--- config.mk ---
export PLATFORM = sky130hd
export DESIGN_NAME = load_cell_adc_reader
export DESIGN_NICKNAME = d
export VERILOG_FILES = /design/src/rtl/lcar_pkg.sv /design/src/rtl/lcar_div.sv /design/src/rtl/load_cell_adc_reader.sv
export SDC_FILE = /design/constraint.sdc
export NUM_CORES = 1
export LEC_CHECK = 0
export ABC_AREA = 0
export BUFFER_PORTS_ARGS = -buffer_cell sky130_fd_sc_hd__buf_2
export CORE_AREA = 2 2 199 201
export DETAILED_ROUTE_END_ITERATION = 7
export DIE_AREA = 0 0 201 203
export SLEW_MARGIN = 25
export SYNTH_ARGS = -nofsm -noshare
export SYNTH_HDL_FRONTEND = slang
export SYNTH_SLANG_ARGS = --single-unit
--- constraint.sdc ---
create_clock -name clock -period 4.4 [get_ports clock]
set_input_delay 0.66 -clock clock [delete_from_list [all_inputs] [get_ports clock]]
set_output_delay 0.66 -clock clock [all_outputs]
set_load 0.01 [all_outputs]
--- src/rtl/lcar_pkg.sv ---
// Shared constants and codes for the load-cell converter readout block.
package lcar_pkg;

   localparam int SAMPLE_BITS = 24;
   localparam int COUNT_W     = 8;
   localparam int SUM_W       = SAMPLE_BITS + COUNT_W;
   localparam int GAIN_W      = 2;
   localparam int OFS_W       = 24;
   localparam int VALUE_W     = 25;
   localparam int PULSE_W     = $clog2(SAMPLE_BITS + 1);
   localparam int OP_W        = 2;
   localparam int CSR_INDEX_W = 2;
   localparam int CSR_DATA_W  = 8;

   localparam logic [OFS_W-1:0] OFS_MAX = '1;

   localparam logic [OP_W-1:0] OP_TICK       = 2'd0;
   localparam logic [OP_W-1:0] OP_MEASURE    = 2'd1;
   localparam logic [OP_W-1:0] OP_TARE       = 2'd2;
   localparam logic [OP_W-1:0] OP_SET_OFFSET = 2'd3;

   localparam logic [CSR_INDEX_W-1:0] CSR_GAIN_PULSES   = 2'd0;
   localparam logic [CSR_INDEX_W-1:0] CSR_AVERAGE_COUNT = 2'd1;

   localparam logic [GAIN_W-1:0] GAIN_CHANNEL_A64 = 2'd3;

endpackage

--- src/rtl/lcar_div.sv ---
// Restoring divider that yields one quotient bit per cycle for the averaging step.
module lcar_div (
   input  logic                         clock,
   input  logic                         reset,
   input  logic                         start,
   input  logic [lcar_pkg::SUM_W-1:0]   dividend,
   input  logic [lcar_pkg::COUNT_W-1:0] divisor,
   output logic                         done,
   output logic [lcar_pkg::SUM_W-1:0]   quotient
);
   import lcar_pkg::*;

   localparam int STEP_W = $clog2(SUM_W + 1);

   logic                busy_ff;
   logic                done_ff;
   logic [STEP_W-1:0]   step_ff;
   logic [COUNT_W-1:0]  rem_ff;
   logic [COUNT_W-1:0]  rem_in;
   logic [SUM_W-1:0]    quo_ff;
   logic [SUM_W-1:0]    quo_in;
   logic [COUNT_W-1:0]  div_ff;
   logic [COUNT_W:0]    rem_shift;
   logic [COUNT_W:0]    rem_diff;
   logic                fits;

   // The quotient register shifts the dividend out at the top while the
   // quotient bits enter at the bottom.
   always_comb begin
      rem_shift = {rem_ff, quo_ff[SUM_W-1]};
      fits      = rem_shift >= {1'b0, div_ff};
      rem_diff  = fits ? (rem_shift - {1'b0, div_ff}) : rem_shift;
      rem_in    = rem_diff[COUNT_W-1:0];
      quo_in    = {quo_ff[SUM_W-2:0], fits};
   end

   always_ff @(posedge clock) begin
      if (reset) begin
         busy_ff <= 1'b0;
         done_ff <= 1'b0;
      end else begin
         done_ff <= 1'b0;
         if (start) begin
            busy_ff <= 1'b1;
         end else if (busy_ff && step_ff == STEP_W'(1)) begin
            busy_ff <= 1'b0;
            done_ff <= 1'b1;
         end
      end
   end

   always_ff @(posedge clock) begin
      if (start) begin
         step_ff <= STEP_W'(SUM_W);
         rem_ff  <= '0;
         quo_ff  <= dividend;
         div_ff  <= divisor;
      end else if (busy_ff) begin
         step_ff <= step_ff - STEP_W'(1);
         rem_ff  <= rem_in;
         quo_ff  <= quo_in;
      end
   end

   assign done     = done_ff;
   assign quotient = quo_ff;

endmodule

--- src/rtl/load_cell_adc_reader.sv ---
// Top level: tick sequencer for a two-wire load-cell converter with averaging and tare.
//
// Each transfer on the req channel is one tick of the converter pins and gives exactly one
// transfer on the rsp channel, held in an output register. The tick that ends a measure or
// tare run also starts the averaging divide: a restoring divider produces one quotient bit
// per cycle, so that tick's response appears only once the divide is done, and req_ready
// stays low meanwhile. The csr channel is always ready; index 0 writes gain_pulses, index 1
// writes average_count, and it is meant to be written only while no run is in progress.
module load_cell_adc_reader (
   input  logic                             clock,
   input  logic                             reset,
   input  logic                             req_valid,
   output logic                             req_ready,
   input  logic [lcar_pkg::OP_W-1:0]        req_operation,
   input  logic                             req_dout_level,
   input  logic [lcar_pkg::OFS_W-1:0]       req_offset_value,
   input  logic                             req_offset_select,
   output logic                             rsp_valid,
   input  logic                             rsp_ready,
   output logic                             rsp_sck_level,
   output logic                             rsp_busy_res,
   output logic                             rsp_result_valid,
   output logic                             rsp_result_is_tare,
   output logic signed [lcar_pkg::VALUE_W-1:0] rsp_result_value,
   input  logic                             csr_valid,
   output logic                             csr_ready,
   input  logic [lcar_pkg::CSR_INDEX_W-1:0] csr_index,
   input  logic [lcar_pkg::CSR_DATA_W-1:0]  csr_data
);
   import lcar_pkg::*;

   typedef enum logic [2:0] {
      ST_IDLE,
      ST_WAIT,
      ST_DATA_HI,
      ST_DATA_LO,
      ST_GAIN_HI,
      ST_GAIN_LO,
      ST_DIVIDE
   } state_type;

   state_type            state_ff;
   logic [GAIN_W-1:0]    gain_pulses_ff;
   logic [COUNT_W-1:0]   average_count_ff;
   logic [PULSE_W-1:0]   pulse_count_ff;
   logic [SAMPLE_BITS-1:0] shift_data_ff;
   logic [SUM_W-1:0]     running_sum_ff;
   logic [COUNT_W-1:0]   reads_done_ff;
   logic                 run_is_tare_ff;
   logic                 use_a_ff;
   logic [OFS_W-1:0]     offset_a_ff;
   logic [OFS_W-1:0]     offset_b_ff;

   logic                 rsp_valid_ff;
   logic                 rsp_sck_ff;
   logic                 rsp_busy_ff;
   logic                 rsp_result_valid_ff;
   logic                 rsp_is_tare_ff;
   logic [VALUE_W-1:0]   rsp_value_ff;

   logic                 req_fire;
   logic                 csr_fire;
   logic [GAIN_W-1:0]    eff_gain;
   logic [COUNT_W-1:0]   eff_count;
   logic                 gain_done;
   logic [SUM_W-1:0]     sum_in;
   logic [COUNT_W-1:0]   reads_in;
   logic                 run_done;
   logic                 div_start;
   logic                 div_done;
   logic [SUM_W-1:0]     avg;
   logic [OFS_W-1:0]     active_ofs;
   logic [OFS_W-1:0]     tare_value;
   logic signed [SUM_W:0] diff;
   logic [VALUE_W-1:0]   measure_value;
   logic [VALUE_W-1:0]   final_value;

   localparam logic signed [SUM_W:0] DIFF_MAX = {{(SUM_W + 1 - OFS_W){1'b0}}, OFS_MAX};

   assign req_ready = (state_ff != ST_DIVIDE) && (!rsp_valid_ff || rsp_ready);
   assign req_fire  = req_valid && req_ready;
   assign csr_ready = 1'b1;
   assign csr_fire  = csr_valid;

   always_comb begin
      eff_gain  = (gain_pulses_ff == '0) ? GAIN_W'(1) : gain_pulses_ff;
      eff_count = (average_count_ff == '0) ? COUNT_W'(1) : average_count_ff;
      gain_done = pulse_count_ff >= PULSE_W'(eff_gain);
      // Flipping the top bit turns the two's complement sample into offset binary.
      sum_in    = running_sum_ff + SUM_W'({~shift_data_ff[SAMPLE_BITS-1],
                                           shift_data_ff[SAMPLE_BITS-2:0]});
      reads_in  = reads_done_ff + COUNT_W'(1);
      if (reads_in == '0) begin
         reads_in = COUNT_W'(1);
      end
      run_done  = reads_in >= eff_count;
      div_start = req_fire && state_ff == ST_GAIN_LO && gain_done && run_done;
   end

   lcar_div u_div (
      .clock    (clock),
      .reset    (reset),
      .start    (div_start),
      .dividend (sum_in),
      .divisor  (reads_in),
      .done     (div_done),
      .quotient (avg)
   );

   always_comb begin
      active_ofs = use_a_ff ? offset_a_ff : offset_b_ff;
      tare_value = (avg > {{(SUM_W - OFS_W){1'b0}}, OFS_MAX}) ? OFS_MAX : avg[OFS_W-1:0];
      diff       = $signed({1'b0, avg}) -
                   $signed({{(SUM_W + 1 - OFS_W){1'b0}}, active_ofs});
      measure_value = (diff > DIFF_MAX) ? VALUE_W'(OFS_MAX) : diff[VALUE_W-1:0];
      final_value   = run_is_tare_ff ? {1'b0, tare_value} : measure_value;
   end

   always_ff @(posedge clock) begin
      if (reset) begin
         state_ff         <= ST_IDLE;
         gain_pulses_ff   <= GAIN_W'(1);
         average_count_ff <= COUNT_W'(1);
         pulse_count_ff   <= '0;
         shift_data_ff    <= '0;
         running_sum_ff   <= '0;
         reads_done_ff    <= '0;
         run_is_tare_ff   <= 1'b0;
         use_a_ff         <= 1'b0;
         offset_a_ff      <= '0;
         offset_b_ff      <= '0;
         rsp_valid_ff     <= 1'b0;
      end else begin
         if (csr_fire) begin
            case (csr_index)
               CSR_GAIN_PULSES:   gain_pulses_ff   <= csr_data[GAIN_W-1:0];
               CSR_AVERAGE_COUNT: average_count_ff <= csr_data[COUNT_W-1:0];
               default: ;
            endcase
         end

         if (rsp_valid_ff && rsp_ready && !req_fire) begin
            rsp_valid_ff <= 1'b0;
         end

         if (req_fire) begin
            rsp_valid_ff        <= !div_start;
            rsp_sck_ff          <= (state_ff == ST_DATA_HI) || (state_ff == ST_GAIN_HI);
            rsp_busy_ff         <= 1'b1;
            rsp_result_valid_ff <= 1'b0;
            rsp_is_tare_ff      <= 1'b0;
            rsp_value_ff        <= '0;
            case (state_ff)
               ST_IDLE: begin
                  if (req_operation == OP_MEASURE || req_operation == OP_TARE) begin
                     run_is_tare_ff <= (req_operation == OP_TARE);
                     running_sum_ff <= '0;
                     reads_done_ff  <= '0;
                     pulse_count_ff <= '0;
                     state_ff       <= ST_WAIT;
                  end else begin
                     rsp_busy_ff <= 1'b0;
                     if (req_operation == OP_SET_OFFSET) begin
                        if (req_offset_select) begin
                           offset_b_ff <= req_offset_value;
                        end else begin
                           offset_a_ff <= req_offset_value;
                        end
                     end
                  end
               end
               ST_WAIT: begin
                  if (!req_dout_level) begin
                     pulse_count_ff <= '0;
                     shift_data_ff  <= '0;
                     state_ff       <= ST_DATA_HI;
                  end
               end
               ST_DATA_HI: begin
                  shift_data_ff  <= {shift_data_ff[SAMPLE_BITS-2:0], req_dout_level};
                  pulse_count_ff <= pulse_count_ff + PULSE_W'(1);
                  state_ff       <= ST_DATA_LO;
               end
               ST_DATA_LO: begin
                  if (pulse_count_ff >= PULSE_W'(SAMPLE_BITS)) begin
                     pulse_count_ff <= '0;
                     state_ff       <= ST_GAIN_HI;
                  end else begin
                     state_ff <= ST_DATA_HI;
                  end
               end
               ST_GAIN_HI: begin
                  pulse_count_ff <= pulse_count_ff + PULSE_W'(1);
                  state_ff       <= ST_GAIN_LO;
               end
               ST_GAIN_LO: begin
                  if (!gain_done) begin
                     state_ff <= ST_GAIN_HI;
                  end else begin
                     pulse_count_ff <= '0;
                     running_sum_ff <= sum_in;
                     reads_done_ff  <= reads_in;
                     if (run_done) begin
                        use_a_ff <= (eff_gain == GAIN_CHANNEL_A64);
                        state_ff <= ST_DIVIDE;
                     end else begin
                        state_ff <= ST_WAIT;
                     end
                  end
               end
               default: ;
            endcase
         end

         // The finishing tick's response is produced once the average is known.
         if (div_done) begin
            rsp_valid_ff        <= 1'b1;
            rsp_sck_ff          <= 1'b0;
            rsp_busy_ff         <= 1'b0;
            rsp_result_valid_ff <= 1'b1;
            rsp_is_tare_ff      <= run_is_tare_ff;
            rsp_value_ff        <= final_value;
            state_ff            <= ST_IDLE;
            if (run_is_tare_ff) begin
               if (use_a_ff) begin
                  offset_a_ff <= tare_value;
               end else begin
                  offset_b_ff <= tare_value;
               end
            end
         end
      end
   end

   assign rsp_valid          = rsp_valid_ff;
   assign rsp_sck_level      = rsp_sck_ff;
   assign rsp_busy_res       = rsp_busy_ff;
   assign rsp_result_valid   = rsp_result_valid_ff;
   assign rsp_result_is_tare = rsp_is_tare_ff;
   assign rsp_result_value   = $signed(rsp_value_ff);

`ifndef ASSERT_OFF
   a_no_req_while_divide: assert property (@(posedge clock) disable iff (reset)
      state_ff == ST_DIVIDE |-> !req_ready)
      else $error("request taken while the divide is running");

   a_divide_gives_response: assert property (@(posedge clock) disable iff (reset)
      div_done |=> rsp_valid && rsp_result_valid && !rsp_busy_res)
      else $error("divide finished without a finishing response");

   a_result_ends_run: assert property (@(posedge clock) disable iff (reset)
      rsp_valid && rsp_result_valid |-> !rsp_busy_res && !rsp_sck_level)
      else $error("finishing response reports a busy run or a high clock");

   a_quiet_payload: assert property (@(posedge clock) disable iff (reset)
      rsp_valid && !rsp_result_valid |-> rsp_result_value == '0 && !rsp_result_is_tare)
      else $error("result fields set on a tick without a result");
`endif

endmodule

==> impl_metrics.tcl <==
set metrics [dict create \
    cellLeakagePower_nw 5.80 \
    cts_buffer_depth 3 \
    dp_hpwl_mm 25.0 \
    setup_tns_ns 0 \
    fillers 3861 \
    stdcell_count 2092 \
    crit_path_end_kind "flop" \
    drv_slew 0 \
    cts_max_level 1 \
    pre_cts_slack_ns 0.00183 \
    grt_pass1_wl_mm 57.8 \
    n_antenna_cell 0 \
    antenna_found_initial 0 \
    route.detailed.drc 0 \
    start_util_pct 34.8 \
    power.share.clock_pct 45.3 \
    grt_usage_pct 16.9 \
    ys_ff_latch 218 \
    holdCritPathClass "in2reg" \
    critical_path.max_fanout 26 \
    path_clk_slew_ns 0.06 \
    fin_nets 1677 \
    post_cts_buffers 0 \
    synth_ff_type "dfxtp_1" \
    cts-root-buf "clkbuf_16" \
    synth_edf_count 69 \
    grt_max_degree 87 \
    synth_cell_types 75 \
    power.internal_mw 3.52 \
    ys_top_cells_by_area "dfxtp_1 22%, edfxtp_1 15%, ha_1 7.1%, mux2i_1 6.5%, nor2_1 4.6%" \
    syn-num-nets 1644 \
    dp.cells 2045 \
    port_buffers 73 \
    ys_top_cells_by_count "164 x nor2_1, 149 x dfxtp_1, 137 x nand2_1" \
    syn2layout_area_growth_pct 13.8 \
    layout_setup_ws_ns 0.227 \
    die_h_um 203 \
    synth_top_area_cell "dfxtp_1" \
    grt_pass1_vias 10865 \
    status "finished, final reports clean" \
    drt-initial-drc-count 876 \
    die_area_um2 40800 \
    finalHoldViolCount 0 \
    min_path_cells 3 \
    fin_worst_skew_ns 0.0123 \
    cts.sinks 218 \
    vdd_drop_max_mv 0.220 \
    yosysMostFrequentCell "nor2_1" \
    reg2reg_depth 19 \
    worstSkewPairLatency_ns 0.54 \
    num_rows 72 \
    vias 11423 \
    gp_congestion 0.893 \
    maxCapViolations 0 \
    yosysTopAreaCellShare_pct 22.3 \
    final.min_clock_period_ns 4.17 \
    syn_inst 1522 \
    vias_per_cell 5.46 \
    core_um2 38500 \
    ios 75 \
    ys_seq_area_share_pct 37.8 \
    switching_share_pct 24.3 \
    syn_avg_cell_area_um2 8.80 \
    routedWlPerCell_um 16.6 \
    cts_buffers 25 \
    wirelength_mm 34.8 \
    cts_tree "done" \
    ant_nets 0 \
    power_frac_comb_pct 8.5 \
    firstDrtPassIters 7 \
    syn_area_um2 13400 \
    p_switching_mw 1.13 \
    powerDensity_nw_per_um2 306 \
    fmax_ghz 0.240 \
    worstMarginPinSlew_ns 0.993 \
    setup_viol 0 \
    post-route-period-util_pct 94.8 \
    overflow 0 \
    relSlewSlack_pct 33.8 \
    critical_path_class "reg2reg" \
    sequentialPowerShare_pct 46.2 \
    reg2reg_slack_ns 0.23 \
    critPathArrivalTime_ns 4.54 \
    start_kind "flop" \
    synthArstFlopShare_pct 0 \
    yosys_warnings 0 \
    layout-drive-gt1-share_pct 12.6 \
    fp.dieW_um 201 \
    rsz0062_at_grt "false" \
    crit_required_ns 4.76 \
]
cell type report:
class / instances / area, um2 / share of cell area (%)
clock buffer: 32 / 734 / 4.82
clock inverter: 14 / 124 / 0.813
inverter: 44 / 170 / 1.12
multi-input combinational: 1160 / 7830 / 51.4
sequential: 218 / 5060 / 33.2
tap: 518 / 648 / 4.25
timing repair buffer: 106 / 673 / 4.42
path summary, 6_finish.rpt:
path,from,endpoint
worst min register to register,reads_done_ff[5],reads_done_ff[5]
worst max register to register,reads_done_ff[0],u_div.quotient[26]
worst max-delay path,reads_done_ff[0],u_div.quotient[26]
worst min-delay path,csr_data[2],average_count_ff[2]
layout by cell type, fill, tap and decap left out, types with 5 or more instances in the layout:
cell / netlist / routed
nor2_1: 164 / 164
dfxtp_1: 149 / 147
nand2_1: 137 / 137
a21oi_1: 105 / 104
mux2i_1: 87 / 87
ha_1: 76 / 76
nor3_1: 76 / 75
buf_2: 14 / 72
edfxtp_1: 69 / 69
a211oi_1: 62 / 62
a22oi_1: 47 / 47
o21ai_0: 45 / 44
inv_1: 43 / 43
xnor2_1: 38 / 38
buf_4: 3 / 30
clkbuf_16: 0 / 27
nand3_1: 24 / 24
xor2_1: 23 / 23
a21o_1: 23 / 23
a31oi_1: 22 / 21
nand4_1: 18 / 18
nand2b_1: 19 / 16
o211ai_1: 16 / 16
nor2b_1: 12 / 12
o41ai_2: 11 / 12
or3_1: 12 / 11
and2_1: 11 / 11
nor4_1: 10 / 10
and3_1: 10 / 9
mux2_2: 7 / 7
a22o_1: 7 / 7
o41ai_1: 8 / 6
o21a_1: 6 / 6
o21ai_1: 4 / 5
o21bai_1: 5 / 5
clkinvlp_4: 0 / 5
kinds of logic after synthesis:
| kind of cell | share of synthesized area (%) |
|---|---|
| AND/OR/NAND/NOR | 18.2 |
| AO/OA/AOI/OAI | 21.0 |
| flip-flops | 37.8 |
| buffers and inverters | 4.37 |
| multiplexers | 7.09 |
| adder cells (fa/ha/maj) | 7.55 |
| XOR/XNOR | 3.99 |
| other | 0.0280 |
through the flow:
step,hold WS [ns],instance area [um2],util (%),power (mW)
floorplan,0.421,13400,-,2.47
global placement,0.458,14300,37.2,2.58
detailed placement,0.465,14300,37.2,2.59
CTS,0.334,15200,39.5,4.71
global route,0.340,15200,39.6,4.86
finish,0.350,15200,39.6,4.66
registers in the layout, indices dropped and copies added, names as in the netlist, 2 cells and up:
register and flops:
offset_b_ff 24, offset_a_ff 24, rsp_result_value 25, shift_data_ff 24
gain_pulses_ff 2, pulse_count_ff 5, average_count_ff 8, u_div.step_ff 6
u_div.rem_ff 8, u_div.div_ff 8, u_div.quotient 32, state_ff 3
reads_done_ff 8, running_sum_ff 32
power groups by stage:
stage | registers (mW) | logic [mW] | clock network (mW)
4_1_cts | 2.15 | 0.392 | 2.17
3_5_place_dp | 2.19 | 0.391 | 0
2_1_floorplan | 2.19 | 0.278 | 0
6_report | 2.15 | 0.395 | 2.11
5_1_grt | 2.16 | 0.448 | 2.25
3_3_place_gp | 2.19 | 0.383 | 0
what timing repair did:
item / CTS / global route
hold buffers: 0 / 0
pin swaps: 0 / 1
gates resized for setup: 3 / 8
setup endpoints to repair: 3 / 55
routing by layer:
| layer | GRT usage, % | vias to the layer above | wire, um |
|---|---|---|---|
| met5 | 0 | - | 0 |
| met4 | 3.41 | 0 | 493 |
| met3 | 1.85 | 39 | 1290 |
| met2 | 28.1 | 218 | 16100 |
| met1 | 23.6 | 5485 | 16900 |
| li1 | - | 5681 | - |
critical path, cell delays in order (launching register included):
cell      delay, ns
dfxtp_2        0.37
ha_1           0.19
nand2_1        0.12
or3_1          0.35
xnor2_1        0.14
or3_1          0.35
o41ai_4        0.26
inv_1          0.09
ha_1           0.30
nand2b_1       0.14
a21oi_1        0.14
nor2b_1        0.06
o21ai_1        0.12
a21oi_1        0.08
o41ai_1        0.26
buf_4          0.21
nand2b_4       0.17
inv_6          0.10
and3_2         0.25
a311oi_1       0.27
(Power assumes the default switching activity.)
